### config.mk
export PLATFORM = sky130hd
export DESIGN_NAME = cti_divider
export DESIGN_NICKNAME = d
export VERILOG_FILES = /design/src/hw/rtl/cti_pkg.sv /design/src/hw/rtl/cti_divider.sv
export SDC_FILE = /design/constraint.sdc
export NUM_CORES = 1
export LEC_CHECK = 0
export CORE_MARGIN = 4
export CORE_UTILIZATION = 45
export DETAILED_ROUTE_END_ITERATION = 6
export DONT_BUFFER_PORTS = 1
export PLACE_DENSITY = 0.69
export REMOVE_ABC_BUFFERS = 1
export SLEW_MARGIN = 20
export SYNTH_ARGS = -nofsm -noshare
export SYNTH_HDL_FRONTEND = slang
export SYNTH_SLANG_ARGS = --single-unit
export TNS_END_PERCENT = 10
### constraint.sdc
create_clock -name clk -period 7.6 [get_ports clk]
set_input_delay 1.14 -clock clk [delete_from_list [all_inputs] [get_ports clk]]
set_output_delay 1.14 -clock clk [all_outputs]
set_load 0.005 [all_outputs]
### src/hw/rtl/cti_pkg.sv
// Shared constants and types for the calibration table interpolator.
package cti_pkg;
  localparam int TableDepth = 64;
  localparam int AddrW = $clog2(TableDepth);
  localparam int CountW = $clog2(TableDepth + 1);
  localparam int FreqW = 26;
  localparam int GainW = 18;
  localparam int PhaseW = 20;
  localparam int FracW = 17;
  localparam int EntryW = FreqW + GainW + PhaseW;
  localparam logic [GainW-1:0] UnityGain = GainW'(65536);

  typedef enum logic [1:0] {
    OP_CLEAR  = 2'd0,
    OP_APPEND = 2'd1,
    OP_LOOKUP = 2'd2,
    OP_NONE   = 2'd3
  } opcode_t;

  typedef struct packed {
    logic [FreqW-1:0]  freq;
    logic [GainW-1:0]  gain;
    logic signed [PhaseW-1:0] phase;
  } entry_t;
endpackage

### src/hw/rtl/cti_divider.sv
// Restoring divider for the 17-bit interpolation fraction.
module cti_divider
  import cti_pkg::*;
(
  input  logic             clk,
  input  logic             rst,
  input  logic             start,
  input  logic [FreqW-1:0] num,
  input  logic [FreqW-1:0] den,
  output logic             done,
  output logic [FracW-1:0] quot
);
  localparam int Steps = FreqW + 16;
  localparam int StepW = $clog2(Steps + 1);

  logic [Steps-1:0] dividend;
  logic [FreqW:0]   rem;
  logic [FreqW-1:0] dsr;
  logic [StepW-1:0] steps_left;
  logic             busy;
  logic [FreqW:0]   shifted;
  logic [FreqW:0]   diff;

  assign shifted = {rem[FreqW-1:0], dividend[Steps-1]};
  assign diff = shifted - {1'b0, dsr};

  always_ff @(posedge clk) begin
    if (rst) begin
      busy <= 1'b0;
      done <= 1'b0;
    end else begin
      done <= 1'b0;
      if (start) begin
        busy <= 1'b1;
        dividend <= {num, 16'd0};
        dsr <= den;
        rem <= '0;
        steps_left <= StepW'(Steps);
      end else if (busy) begin
        dividend <= {dividend[Steps-2:0], ~diff[FreqW]};
        rem <= diff[FreqW] ? shifted : diff;
        steps_left <= steps_left - 1'b1;
        if (steps_left == StepW'(1)) begin
          busy <= 1'b0;
          done <= 1'b1;
        end
      end
    end
  end

  assign quot = dividend[FracW-1:0];
endmodule

==> results.sh <==
export IMPL_layout_commonest_cell="edfxtp_1"
export IMPL_hold_viol_final=0
export IMPL_cp_required_ns=7.82
export IMPL_place_gp_congestion=0.893
export IMPL_pwr_density_cell_mw_per_mm2=254
export IMPL_cts_max_path_buffers=2
export IMPL_synth_compound_area_share_pct=10.4
export IMPL_crit_chain="inv_1 > ha_1 > fa_1 > and2b_1 > o2111ai_1 > a2111o_1 > and4_4 > o31a_1 > o311ai_4 > buf_4 > mux2_2 > nor2_1"
export IMPL_outcome="complete, no violations"
export IMPL_grt_use_total_pct=15.1
export IMPL_fin_setup_tns_ns=0
export IMPL_htree_num_levels=3
export IMPL_arrival_ns=4.31
export IMPL_crit_buf_inv=2
export IMPL_synth_cell_types=53
export IMPL_irDropWorstVdd_mv=0.158
export IMPL_synth_area_top_cells="edfxtp_1 (53%), ha_1 (6.2%), mux2_2 (5.4%), mux2i_1 (3.2%), nor2_1 (3.1%)"
export IMPL_yosysTopAreaCell="edfxtp_1"
export IMPL_grt_pass1_wl_mm=17.2
export IMPL_synth_xor_area_share_pct=3.87
export IMPL_drt_iter0_drc=106
export IMPL_cts_clk_slew_worst_paths_ns=0.07
export IMPL_postSynth_asyncResetShare_pct=0
export IMPL_core_area_sq_mm=0.0122
export IMPL_port_buffers=0
export IMPL_antenna_found_initial=0
export IMPL_cts_buffers=9
export IMPL_synthSimpleGateAreaFrac_pct=10.7
export IMPL_pwr_share_seq_pct=46.0
export IMPL_power_leakage_uw=0.00228
export IMPL_stdcell_area_sq_mm=0.00599
export IMPL_synth_top_family_by_area="simple AND/OR/NAND/NOR gates"
export IMPL_drtPass1Iterations=4
export IMPL_drive_above_1_share_pct=11.1
export IMPL_rows=40
export IMPL_power_share_combinational_pct=22.9
export IMPL_relSlewSlack_pct=35.4
export IMPL_grt_overflow=0
export IMPL_syn_area_sq_mm=0.00566
export IMPL_wl_mm=10.3
export IMPL_post_cts_buffers=0
export IMPL_worst_setup_path_type="reg -> reg"
export IMPL_drc=0
export IMPL_worst_path_dominant_cell_family="compound AO/OA/AOI/OAI gates"
export IMPL_grt_start_max_net_pins=78
export IMPL_routedWlPerCell_microns=16.3
export IMPL_synth_edf_count=100
export IMPL_cts_sinks=102
export IMPL_slowest_delay_ns=0.65
export IMPL_ys_seq_area_share_pct=53.8
export IMPL_antenna_cells=0
export IMPL_cp_slowest_cell="o311ai_4"
export IMPL_mostFrequentLayoutCells="edfxtp_1 (100), nor2_1 (45), inv_1 (37)"
export IMPL_rsz0062_at_grt="false"
export IMPL_muxShareOfSynthArea_pct=8.56
export IMPL_cp_start_kind="register"
export IMPL_period_needed_ns=4.10
export IMPL_pin_count=73
export IMPL_initial_core_util_pct=46.5
export IMPL_yosysWarnings=0
export IMPL_area_growth_pct=5.93
export IMPL_die_x_microns=120
export IMPL_hold_ws_ns=0.480
export IMPL_ant_nets=0
export IMPL_path_max_fanout=20
export IMPL_dpl_cell_area_sq_mm=0.00569
export IMPL_ys_seq_elements=102
export IMPL_finClkSkew_ns=0.00632
export IMPL_cts_resized=0
export IMPL_fin_crit_sh_pct=53.9
export IMPL_drv_cap=0
export IMPL_p_int_uw=1090
export IMPL_setup_viol_count_final=0
export IMPL_slew_viol_final=0
export IMPL_dieArea_sq_mm=0.0144
export IMPL_via_per_inst=5.40
export IMPL_min_path_type="reg -> reg"
export IMPL_synth_top_area_share_pct=53.1
export IMPL_reg2reg_slack_ns=3.50
export IMPL_final_nets=546
export IMPL_synth_ff_type="edfxtp_1"
export IMPL_clkPwrFrac_pct=31.1
export IMPL_die_h_microns=120
export IMPL_p_sw_uw=428
export IMPL_clock_latency_ns=0.35
export IMPL_synthCells=481
export IMPL_end_kind="register"
export IMPL_fmax_mhz=244
export IMPL_avgSynthCellArea_sq_um=11.8
export IMPL_place_hpwl_mm=7.29
export IMPL_yosys_area_share_adder_pct=6.55
export IMPL_cts_tree="done"
export IMPL_grt_pass1_vias=3577
export IMPL_cts_root_buf="clkbuf_16"
export IMPL_worstMarginPinSlew_ns=0.968
export IMPL_hold_buffers=0
export IMPL_p_sw_share_pct=28.1
export IMPL_vias=3432
[stage by stage]
stage	setup WS, ns	instances	util (%)	power (uW)
floorplan	2.76	448	-	992
finish	3.50	635	49.3	1520
CTS	3.49	635	49.3	1540
global route	3.23	635	49.3	1610
detailed placement	3.50	619	46.8	1060
global placement	3.62	619	46.8	1050
[Yosys cell counts, types with 9 or more instances]
cell type and number:
ha_1 28, a21oi_1 34, edfxtp_1 100, nand2b_1 9, nand2_1 19, nor2_1 46, xnor2_1 19, buf_4 17
mux2i_1 18, inv_1 37, o21ai_0 15, nor2b_1 20, mux2_2 27
[logic make-up after synthesis]
logic type,after synthesis
xor gates and xnor gates,25
and+or+nand+nor,122
buffers and inverters,70
DFF,102
AOI/OAI and AO/OA,88
adders and majority gates,29
muxes,45
[layout make-up]
| cell class | count | area [sq um] |
|---|---|---|
| fill | 1098 | 6170 |
| tap | 168 | 210 |
| inverter | 37 | 139 |
| multi-input combinational | 309 | 2270 |
| timing repair buffer | 3 | 22.5 |
| sequential | 102 | 3040 |
| clock inverter | 6 | 76.3 |
| clock buffer | 10 | 229 |
[power by group through the flow]
| stage | clock network (uW) | registers [uW] | logic, uW |
|---|---|---|---|
| floorplan | 0 | 707 | 285 |
| global placement | 0 | 712 | 335 |
| detailed placement | 0 | 713 | 348 |
| CTS | 488 | 701 | 349 |
| global route | 511 | 706 | 392 |
| finish | 474 | 701 | 349 |
[per-layer routing]
layer	global-route usage, %	up-vias	part of all wire, %
met3	6.79	17	8.3
met1	18.5	1651	44
met2	23.2	89	45
met4	5.94	0	2.1
li1	-	1675	-
met5	0	-	0
[registers in the layout, summed over array words and instances (netlist names)]
name        cells
dsr            26
dividend       42
steps_left      6
done            1
rem            26
busy            1
[worst reg2reg max path, delay by kind of cell, from the launching register on]
family | cells | cell delay [ns]
and+or+nand+nor | 3 | 0.51
DFF | 1 | 0.34
buffers and inverters | 2 | 0.48
muxes | 1 | 0.39
adders and majority gates | 2 | 0.64
AOI/OAI and AO/OA | 4 | 1.61
[final timing paths]
check	endpoint	cells after the start	startpoint
worst max-delay path	rem[1]$_SDFFCE_PP0P_	12	dividend[41]$_DFFE_PP_
worst min-delay path	done$_SDFF_PP0_	1	busy$_SDFF_PP0_
worst max register to register	rem[1]$_SDFFCE_PP0P_	12	dividend[41]$_DFFE_PP_
worst min register to register	done$_SDFF_PP0_	1	busy$_SDFF_PP0_
Power figures use the tool's default switching activity.
