**src/hw/rtl/cti_ram.sv**
```systemverilog
// Generic single-port synchronous RAM with registered read.
module cti_ram #(
  parameter int Width = 8,
  parameter int Depth = 16
) (
  input  logic                     clk,
  input  logic                     we,
  input  logic [$clog2(Depth)-1:0] addr,
  input  logic [Width-1:0]         wdata,
  output logic [Width-1:0]         rdata
);
  logic [Width-1:0] mem [Depth];

  always_ff @(posedge clk) begin
    if (we) begin
      mem[addr] <= wdata;
    end
    rdata <= mem[addr];
  end
endmodule

```
**config.mk**
```make
export PLATFORM = sky130hd
export DESIGN_NAME = cti_ram
export DESIGN_NICKNAME = d
export VERILOG_FILES = /design/src/hw/rtl/cti_ram.sv
export SDC_FILE = /design/constraint.sdc
export NUM_CORES = 1
export LEC_CHECK = 0
export BUFFER_PORTS_ARGS = -buffer_cell sky130_fd_sc_hd__buf_4
export CELL_PAD_IN_SITES_DETAIL_PLACEMENT = 0
export CELL_PAD_IN_SITES_GLOBAL_PLACEMENT = 1
export CORE_UTILIZATION = 45
export DETAILED_ROUTE_END_ITERATION = 10
export GPL_TIMING_DRIVEN = 0
export PLACE_DENSITY_LB_ADDON = 0.1
export SLEW_MARGIN = 20
export SYNTH_ARGS = -nofsm -noshare
export SYNTH_HDL_FRONTEND = slang
export SYNTH_SLANG_ARGS = --single-unit
```
**constraint.sdc**
```tcl
create_clock -name clk -period 1.96 [get_ports clk]
set_clock_uncertainty 0.15 [all_clocks]
set_input_delay 0.098 -clock clk [delete_from_list [all_inputs] [get_ports clk]]
set_output_delay 0.098 -clock clk [all_outputs]
set_load 0.1 [all_outputs]
```
==> results.yml, run 1 <==
routing:
  avgViaCountPerCell: 5.49
  routed_wirelength_um: 10100
  wire_per_inst_um: 23.5
  drc: 0
  antenna_left: 0
  vias: 2356
  drt_iter0_drc: 127
  drt_first_pass_iters: 5
clock_tree:
  clkTransAtPathRegs_ps: 60
  insertion_delay_ps: 520
  cts_buffers: 17
  cts_htree_levels: 4
  post_cts_buffers: 0
  cts_sinks: 136
  cts_root_buffer: "clkbuf_8"
  cts_resized: 0
  cts_tree: "done"
  cts.path.max_buffers: 2
yosys:
  yosysSeqAreaShare_pct: 79.0
  synth_xor_area_share_pct: 0
  synth-seq-cells: 136
  synthSimpleGateAreaFrac_pct: 3.21
  syn_avg_cell_area_um2: 22.0
  synthCells: 230
  synthAdderAreaFrac_pct: 0
  synth_area_leader_cell: "edfxtp_1"
  synthMuxAreaShare_pct: 14.2
  yosys_warnings: 0
  ys_types: 18
  synth_compound_area_share_pct: 2.37
  yosysTopAreaCellShare_pct: 75.9
  syn-cell-area_mm2: 0.00507
  syn_nets: 244
  synth_area_leaders: "edfxtp_1 (76%), mux4_2 (14%), dfxtp_1 (3.2%), a22oi_1 (2.4%), nor2_1 (0.96%)"
  synth_top_family_by_area: "multiplexers"
critical_path:
  path_delay_family: "simple AND/OR/NAND/NOR gates"
  critPathBufInv: 2
  worstPathArrival_ps: 1850
  cp-end-kind: "register"
  cp-start-kind: "input pin"
  slowest_stage: "nor2_1"
  cp.required_ps: 1960
  critical_path_class: "input pin to register"
  crit_chain: "buf_2 -> buf_1 -> nand2_1 -> nor2_1"
  ff2ff_path_depth: 3
  crit_fanout: 10
  max_stage_delay_ps: 690
  cp_num_cells: 4
timing:
  grt_setup_unrepaired: "no"
  max_slew.worst_pin.slew_ps: 809
  relSlewSlack_pct: 45.9
  whs_ps: 9.22
  fin_crit_sh_pct: 94.4
  finalHoldViolCount: 0
  fmax_ghz: 0.540
  drv_slew: 0
  fin_ws_ps: 109
  period_needed_ps: 1850
  setup_viol: 0
power:
  p_clk_share_pct: 44.6
  power_frac_seq_pct: 48.3
  power_switching_mw: 1.55
  internal-power_mw: 5.21
  max-vdd-ir-drop_v: 0.000798
  power.total_mw: 6.76
  power_frac_comb_pct: 7.1
  p_leak_nw: 1.96
  cellPowerDensity_mw_per_mm2: 1120
  swShare_pct: 23.0
floorplan:
  io_pins: 22
  core_area_mm2: 0.0109
  dieArea_mm2: 0.0117
  start_util_pct: 46.5
  die-width_um: 108
  rows: 38
  die_h_um: 108
global_route:
  met3_usage_pct: 5.85
  grt_overflow_total: 0
  grt_busiest_layer: "met2"
  grt_pass1_wl_um: 15400
  track_usage_pct: 20.0
  grt_pass1_vias: 2536
  use_met1_pct: 27.5
  antenna_found_initial: 0
  grt_max_degree: 17
  use_met2_pct: 30.0
cells_and_area:
  diodes: 0
  final_util_pct: 55.6
  final_layout_size_suffix_gt1_share_pct: 31.5
  final_common_cell: "edfxtp_1"
  final_cell_mix: "edfxtp_1 (128), mux4_2 (32), buf_4 (19), a22oi_1 (16), clkbuf_16 (16)"
  area_delta_synth_final_pct: 19.4
  nFillCells: 846
  nNetsFinal: 290
worst_hold_path:
  worstHoldPathType: "input pin to register"
  min_path_cells: 4
place:
  dp.final_hpwl_um: 6110
  dp_slack_ps: -432
  io_buffer_count: 19
  gp_congestion: 0.686
run:
  drv_cap: 0
outcome:
  outcome: "complete, no violations"
cell type report:
| cell class | instances | area (um^2) | share of cell area, % |
|---|---|---|---|
| buffer | 11 | 60.1 | 0.993 |
| tap | 140 | 175 | 2.89 |
| timing repair buffer | 27 | 223 | 3.68 |
| clock inverter | 15 | 151 | 2.50 |
| multi-input combinational | 83 | 1020 | 16.9 |
| sequential | 136 | 4000 | 66.2 |
| clock buffer | 17 | 414 | 6.84 |
synthesized netlist by cell type, drive strengths merged:
cell type,instances
buf,8
nand2b,2
a22oi,16
edfxtp,128
nor2,13
mux4,32
nand2,9
or3b,1
nor3,4
nand3b,2
nor2b,2
clkbuf,3
dfxtp,8
nand3,1
and2,1
logic make-up (layout without fill, tap and decap cells):
logic type | Yosys count | after routing
flip-flops | 136 | 136
AND/OR/NAND/NOR | 35 | 35
multiplexers | 32 | 32
AO/OA/AOI/OAI | 16 | 16
buffers and inverters | 11 | 70
power by group through the flow:
stage | registers, mW | clock network, mW | logic (mW)
after floorplan | 3.47 | 0 | 0.168
after global placement | 3.33 | 0 | 0.465
after detailed placement | 3.33 | 0 | 0.472
after CTS | 3.27 | 3.06 | 0.486
after global routing | 3.27 | 3.18 | 0.508
final | 3.27 | 3.02 | 0.479
layer usage:
layer	vias to the layer above	part of all wire (%)
li1	1053	-
met1	1231	45
met2	60	48
met3	12	4.7
met4	0	2.1
met5	-	0
sequential cells by signal (all words and copies together), names as in the netlist:
signal	count
mem	128
rdata	8
per-stage QoR:
| stage | instance area, um^2 | setup TNS (ps) | instances |
|---|---|---|---|
| after floorplan | 5070 | 0 | 230 |
| after global placement | 5390 | -34680 | 389 |
| after detailed placement | 5410 | -31020 | 389 |
| after CTS | 6050 | 0 | 429 |
| after global routing | 6050 | 0 | 429 |
| final | 6050 | 0 | 429 |
what timing repair did:
item	4_1_cts	5_1_grt
endpoints found under the setup margin	0	0
hold buffers	8	0
hold endpoints to repair	128	0
worst reg2reg max path: stages (launching register included):
cell      delay [ps]
edfxtp_1         380
mux4_2           510
a22oi_1          260
nand2_1          110
worst paths after layout:
| path | start | end | slack (ps) |
|---|---|---|---|
| hold reg to reg | mem[2][5] | rdata[5] | 540 |
| hold / removal | addr[0] | rdata[5] | 9 |
| setup reg to reg | mem[15][4] | rdata[4] | 430 |
| setup / recovery | addr[1] | mem[15][0] | 110 |
No activity file was read; power rests on OpenSTA's default activity.
==> run 2, diff against run 1 <==
--- a/config.mk
+++ b/config.mk
@@ -11,6 +11,7 @@
 export CORE_UTILIZATION = 45
 export DETAILED_ROUTE_END_ITERATION = 10
 export GPL_TIMING_DRIVEN = 0
+export HOLD_SLACK_MARGIN = 0.03
 export PLACE_DENSITY_LB_ADDON = 0.1
 export SLEW_MARGIN = 20
 export SYNTH_ARGS = -nofsm -noshare
==> results.yml, run 2 (synthesis results as in run 1) <==
cells_and_area:
  nFillCells: 845
  final_area_mm2: 0.00612
  final_cell_count_no_fill: 436
  largest_reg_flops: 128
  nNetsFinal: 297
  final_common_cell: "edfxtp_1"
  final_layout_size_suffix_gt1_share_pct: 30.7
  top_regs: "mem: 128 flops, rdata: 8 flops"
  diodes: 0
  area_delta_synth_final_pct: 20.8
  largest-register: "mem"
  final_cell_mix: "edfxtp_1 (128), mux4_2 (32), buf_4 (19), a22oi_1 (16), clkbuf_16 (16)"
timing:
  fin_crit_sh_pct: 97.9
  relSlewSlack_pct: 46.4
  grt_setup_unrepaired: "yes"
  period_needed_ps: 1920
  fmax_ghz: 0.521
  setup_viol: 0
  max_slew.worst_pin.slew_ps: 801
  fin_ws_ps: 41.3
  finalHoldViolCount: 0
  whs_ps: 56.8
  drv_slew: 0
clock_tree:
  clkTransAtPathRegs_ps: 60
  post_cts_buffers: 0
  insertion_delay_ps: 520
  cts.path.max_buffers: 2
  cts_root_buffer: "clkbuf_8"
  cts_sinks: 136
  cts_tree: "done"
  cts_buffers: 17
  cts_htree_levels: 4
floorplan:
  die-width_um: 108
  rows: 38
  core_area_mm2: 0.0109
  die_h_um: 108
  dieArea_mm2: 0.0117
  start_util_pct: 46.5
  io_pins: 22
place:
  dp.final_hpwl_um: 6110
  io_buffer_count: 19
  dp.cells: 389
  gp_congestion: 0.686
  dp_slack_ps: -432
  placed_area_mm2: 0.00541
critical_path:
  cp-start-kind: "input pin"
  critPathBufInv: 2
  cp_num_cells: 4
  crit_chain: "buf_4 -> or3b_2 -> dlygate4sd3_1 -> nor3_2"
  cp.required_ps: 1950
  slowest_stage: "dlygate4sd3_1"
  worstPathArrival_ps: 1910
  max_stage_delay_ps: 590
  critical_path_class: "input pin to register"
  crit_fanout: 8
  cp-end-kind: "register"
  ff2ff_path_depth: 3
  path_delay_family: "simple AND/OR/NAND/NOR gates"
global_route:
  grt_max_degree: 17
  antenna_found_initial: 0
  grt_pass1_vias: 2574
  grt_pass1_wl_um: 15600
  grt_overflow_total: 0
  track_usage_pct: 20.3
routing:
  vias: 2355
  avgViaCountPerCell: 5.40
  drc: 0
  antenna_left: 0
  routed_wirelength_um: 10200
  drt_first_pass_iters: 4
  wire_per_inst_um: 23.5
  drt_iter0_drc: 121
power:
  max-vdd-ir-drop_v: 0.000797
  cellPowerDensity_mw_per_mm2: 1110
  p_leak_nw: 1.99
  power.total_mw: 6.77
worst_hold_path:
  min_path_cells: 3
  worstHoldPathType: "input pin to register"
run:
  drv_cap: 0
outcome:
  outcome: "complete, no violations"
## run 2: cell count changes in the layout (fill, tap and decap cells not counted)
| cell | before | now |
|---|---|---|
| dlygate4sd3_1 | 8 | 15 |
## run 2: final cells by class
| type | instances | area (um^2) | share of cell area, % |
|---|---|---|---|
| sequential | 136 | 4000 | 65.4 |
| multi-input combinational | 83 | 1020 | 16.7 |
| clock buffer | 17 | 414 | 6.77 |
| timing repair buffer | 34 | 293 | 4.78 |
| tap | 140 | 175 | 2.86 |
| clock inverter | 15 | 151 | 2.47 |
| buffer | 11 | 60.1 | 0.981 |
## run 2: worst min-delay path: cells and delay by family
kind                   cells  cell delay [ps]
AND/OR/NAND/NOR            2              300
buffers and inverters      1              130
## run 2: where the power goes
part	total [mW]	leakage [nW]	internal [mW]	switching (mW)
Sequential	3.27	1.22	3.25	0.0159
Clock	3.01	0.266	1.81	1.20
Combinational	0.492	0.500	0.161	0.332
Total	6.77	1.99	5.22	1.55
## run 2: final timing paths
check / start / to / slack [ps]
setup / recovery: addr[2] / mem[0][4] / 40
hold / removal: we / mem[4][5] / 60
setup reg to reg: mem[14][4] / rdata[4] / 430
hold reg to reg: mem[2][5] / rdata[5] / 540
## run 2: timing repair
action / 4_1_cts / 5_1_grt
setup endpoints to repair: 0 / 8
endpoints found under the hold margin: 140 / 0
gates resized for setup: 0 / 0
hold buffers: 15 / 0
## run 2: routing by layer
metal	vias up	global-route usage [%]	part of all wire [%]
met4	0	8.12	1.5
met1	1230	28.3	46
met3	8	5.85	3.3
li1	1067	-	-
met2	50	30.3	50
met5	-	0	0
## run 2: per-stage QoR
step	util (%)	setup TNS (ps)
after global routing	56.2	-37.0
after global placement	49.5	-34680
after floorplan	-	0
final	56.2	0
after CTS	56.2	0
after detailed placement	49.6	-31020
==> run 3, diff against run 2 <==
--- a/config.mk
+++ b/config.mk
@@ -8,7 +8,8 @@
 export BUFFER_PORTS_ARGS = -buffer_cell sky130_fd_sc_hd__buf_4
 export CELL_PAD_IN_SITES_DETAIL_PLACEMENT = 0
 export CELL_PAD_IN_SITES_GLOBAL_PLACEMENT = 1
-export CORE_UTILIZATION = 45
+export CORE_UTILIZATION = 53
+export CTS_CLUSTER_DIAMETER = 30
 export DETAILED_ROUTE_END_ITERATION = 10
 export GPL_TIMING_DRIVEN = 0
 export HOLD_SLACK_MARGIN = 0.03
==> results.yml, run 3 (synthesis results as in run 1) <==
cells_and_area:
  nFillCells: 637
  register_area_mm2: 0.00400
  final_util_pct: 65.4
  diodes: 0
  largest-register: "mem"
  area_delta_synth_final_pct: 19.2
  largest_reg_flops: 128
  final_area_mm2: 0.00604
  multi_input_area_mm2: 0.00103
  top_regs: "mem: 128 flops, rdata: 8 flops"
  final_cell_mix: "edfxtp_1 (128), mux4_2 (32), buf_4 (19), a22oi_1 (16), clkbuf_16 (16)"
  final_common_cell: "edfxtp_1"
  final_layout_size_suffix_gt1_share_pct: 32.1
  final_cell_count_no_fill: 422
  nNetsFinal: 294
critical_path:
  critical_path_class: "input pin to register"
  max_stage_delay_ps: 640
  slowest_stage: "nor3_2"
  r2r_slack_ps: 430
  crit_start: "we"
  crit_fanout: 8
  cp-endpoint: "mem[0][0]"
  ff2ff_path_depth: 3
  cp-end-kind: "register"
  worstPathArrival_ps: 1900
  r2r-end: "rdata[5]"
  crit_chain: "dlygate4sd3_1 -> buf_4 -> or3b_2 -> nor3_2"
  cp-start-kind: "input pin"
  r2r-start: "mem[2][5]"
  cp.required_ps: 1940
timing:
  fmax_ghz: 0.521
  setup_viol: 0
  grt_setup_unrepaired: "yes"
  period_needed_ps: 1920
  max_slew.worst_pin.slew_ps: 809
  fin_crit_sh_pct: 98.0
  relSlewSlack_pct: 45.7
  final.setup.tns_ps: 0
  finalHoldViolCount: 0
  drv_slew: 0
  whs_ps: 53.5
floorplan:
  io_pins: 22
  start_util_pct: 54.8
  die_h_um: 99.8
  die-width_um: 99.8
  core_area_mm2: 0.00924
  dieArea_mm2: 0.00996
  rows: 35
place:
  gp_congestion: 0.729
  dp.cells: 378
  placed_area_mm2: 0.00539
  dp.final_hpwl_um: 5980
  io_buffer_count: 19
global_route:
  track_usage_pct: 22.2
  antenna_found_initial: 0
  grt_pass1_vias: 2483
  grt_pass1_wl_um: 14900
  grt_max_degree: 17
  grt_overflow_total: 0
clock_tree:
  cts.path.max_buffers: 2
  cts_htree_levels: 4
  cts_tree: "done"
  insertion_delay_ps: 520
  cts_root_buffer: "clkbuf_8"
  post_cts_buffers: 0
  cts_buffers: 17
  cts_sinks: 136
  clkTransAtPathRegs_ps: 60
power:
  max-vdd-ir-drop_v: 0.000736
  cellPowerDensity_mw_per_mm2: 1080
  p_leak_nw: 1.94
run:
  drv_cap: 0
routing:
  vias: 2420
  drt_first_pass_iters: 4
  drt_iter0_drc: 222
  avgViaCountPerCell: 5.73
  drc: 0
  routed_wirelength_um: 9690
  wire_per_inst_um: 23.0
  antenna_left: 0
outcome:
  outcome: "complete, no violations"
worst_hold_path:
  worstHoldPathType: "input pin to register"
[run 3: repair_timing]
item / 4_1_cts / 5_1_grt
endpoints found under the setup margin: 0 / 48
hold endpoints to repair: 141 / 0
hold buffers: 12 / 0
gates resized for setup: 0 / 4
[run 3: worst min path at each step]
stage | start | depth (start not counted) | slack [ps] | end
6_report | addr[2] | 3 | 50 | mem[4][4]
5_1_grt | addr[3] | 3 | 70 | mem[2][7]
4_1_cts | addr[3] | 3 | 30 | mem[0][1]
3_5_place_dp | wdata[6] | 1 | 290 | mem[7][6]
3_3_place_gp | wdata[2] | 1 | 280 | mem[7][2]
2_1_floorplan | wdata[0] | 0 | 50 | mem[0][0]
[run 3: critical path, delay by kind of cell]
family	cells	cell delay (ps)
AND/OR/NAND/NOR	2	1150
buffers and inverters	2	650
[run 3: where the power goes]
part	switching, mW	total, mW	internal, mW
clock	1.20	2.75	1.55
sequential	0.0160	3.27	3.25
combinational	0.327	0.484	0.157
total	1.54	6.50	4.96
[run 3: final cells by class]
cell class | count | area share [%]
plain buffers | 11 | 0.994
repair buffers | 31 | 4.35
clock buffers | 18 | 6.92
clock inverters | 14 | 1.70
multi-input cells | 83 | 17.1
flip-flops and latches | 136 | 66.3
well taps | 129 | 2.67
[run 3: layer usage]
| metal | wire length (um) | part of all wire, % | track usage [%] |
|---|---|---|---|
| met1 | 4260 | 44 | 32.6 |
| met2 | 4720 | 49 | 32.9 |
| met3 | 522 | 5.4 | 4.87 |
| met4 | 181 | 1.9 | 9.16 |
| met5 | 0 | 0 | 0 |
[run 3: through the flow]
step / power (mW) / setup WS, ps
global placement: 3.78 / -352
finish: 6.50 / 40.2
global route: 6.70 / -95.8
CTS: 6.53 / 49.7
detailed placement: 3.80 / -479
floorplan: 3.64 / 219
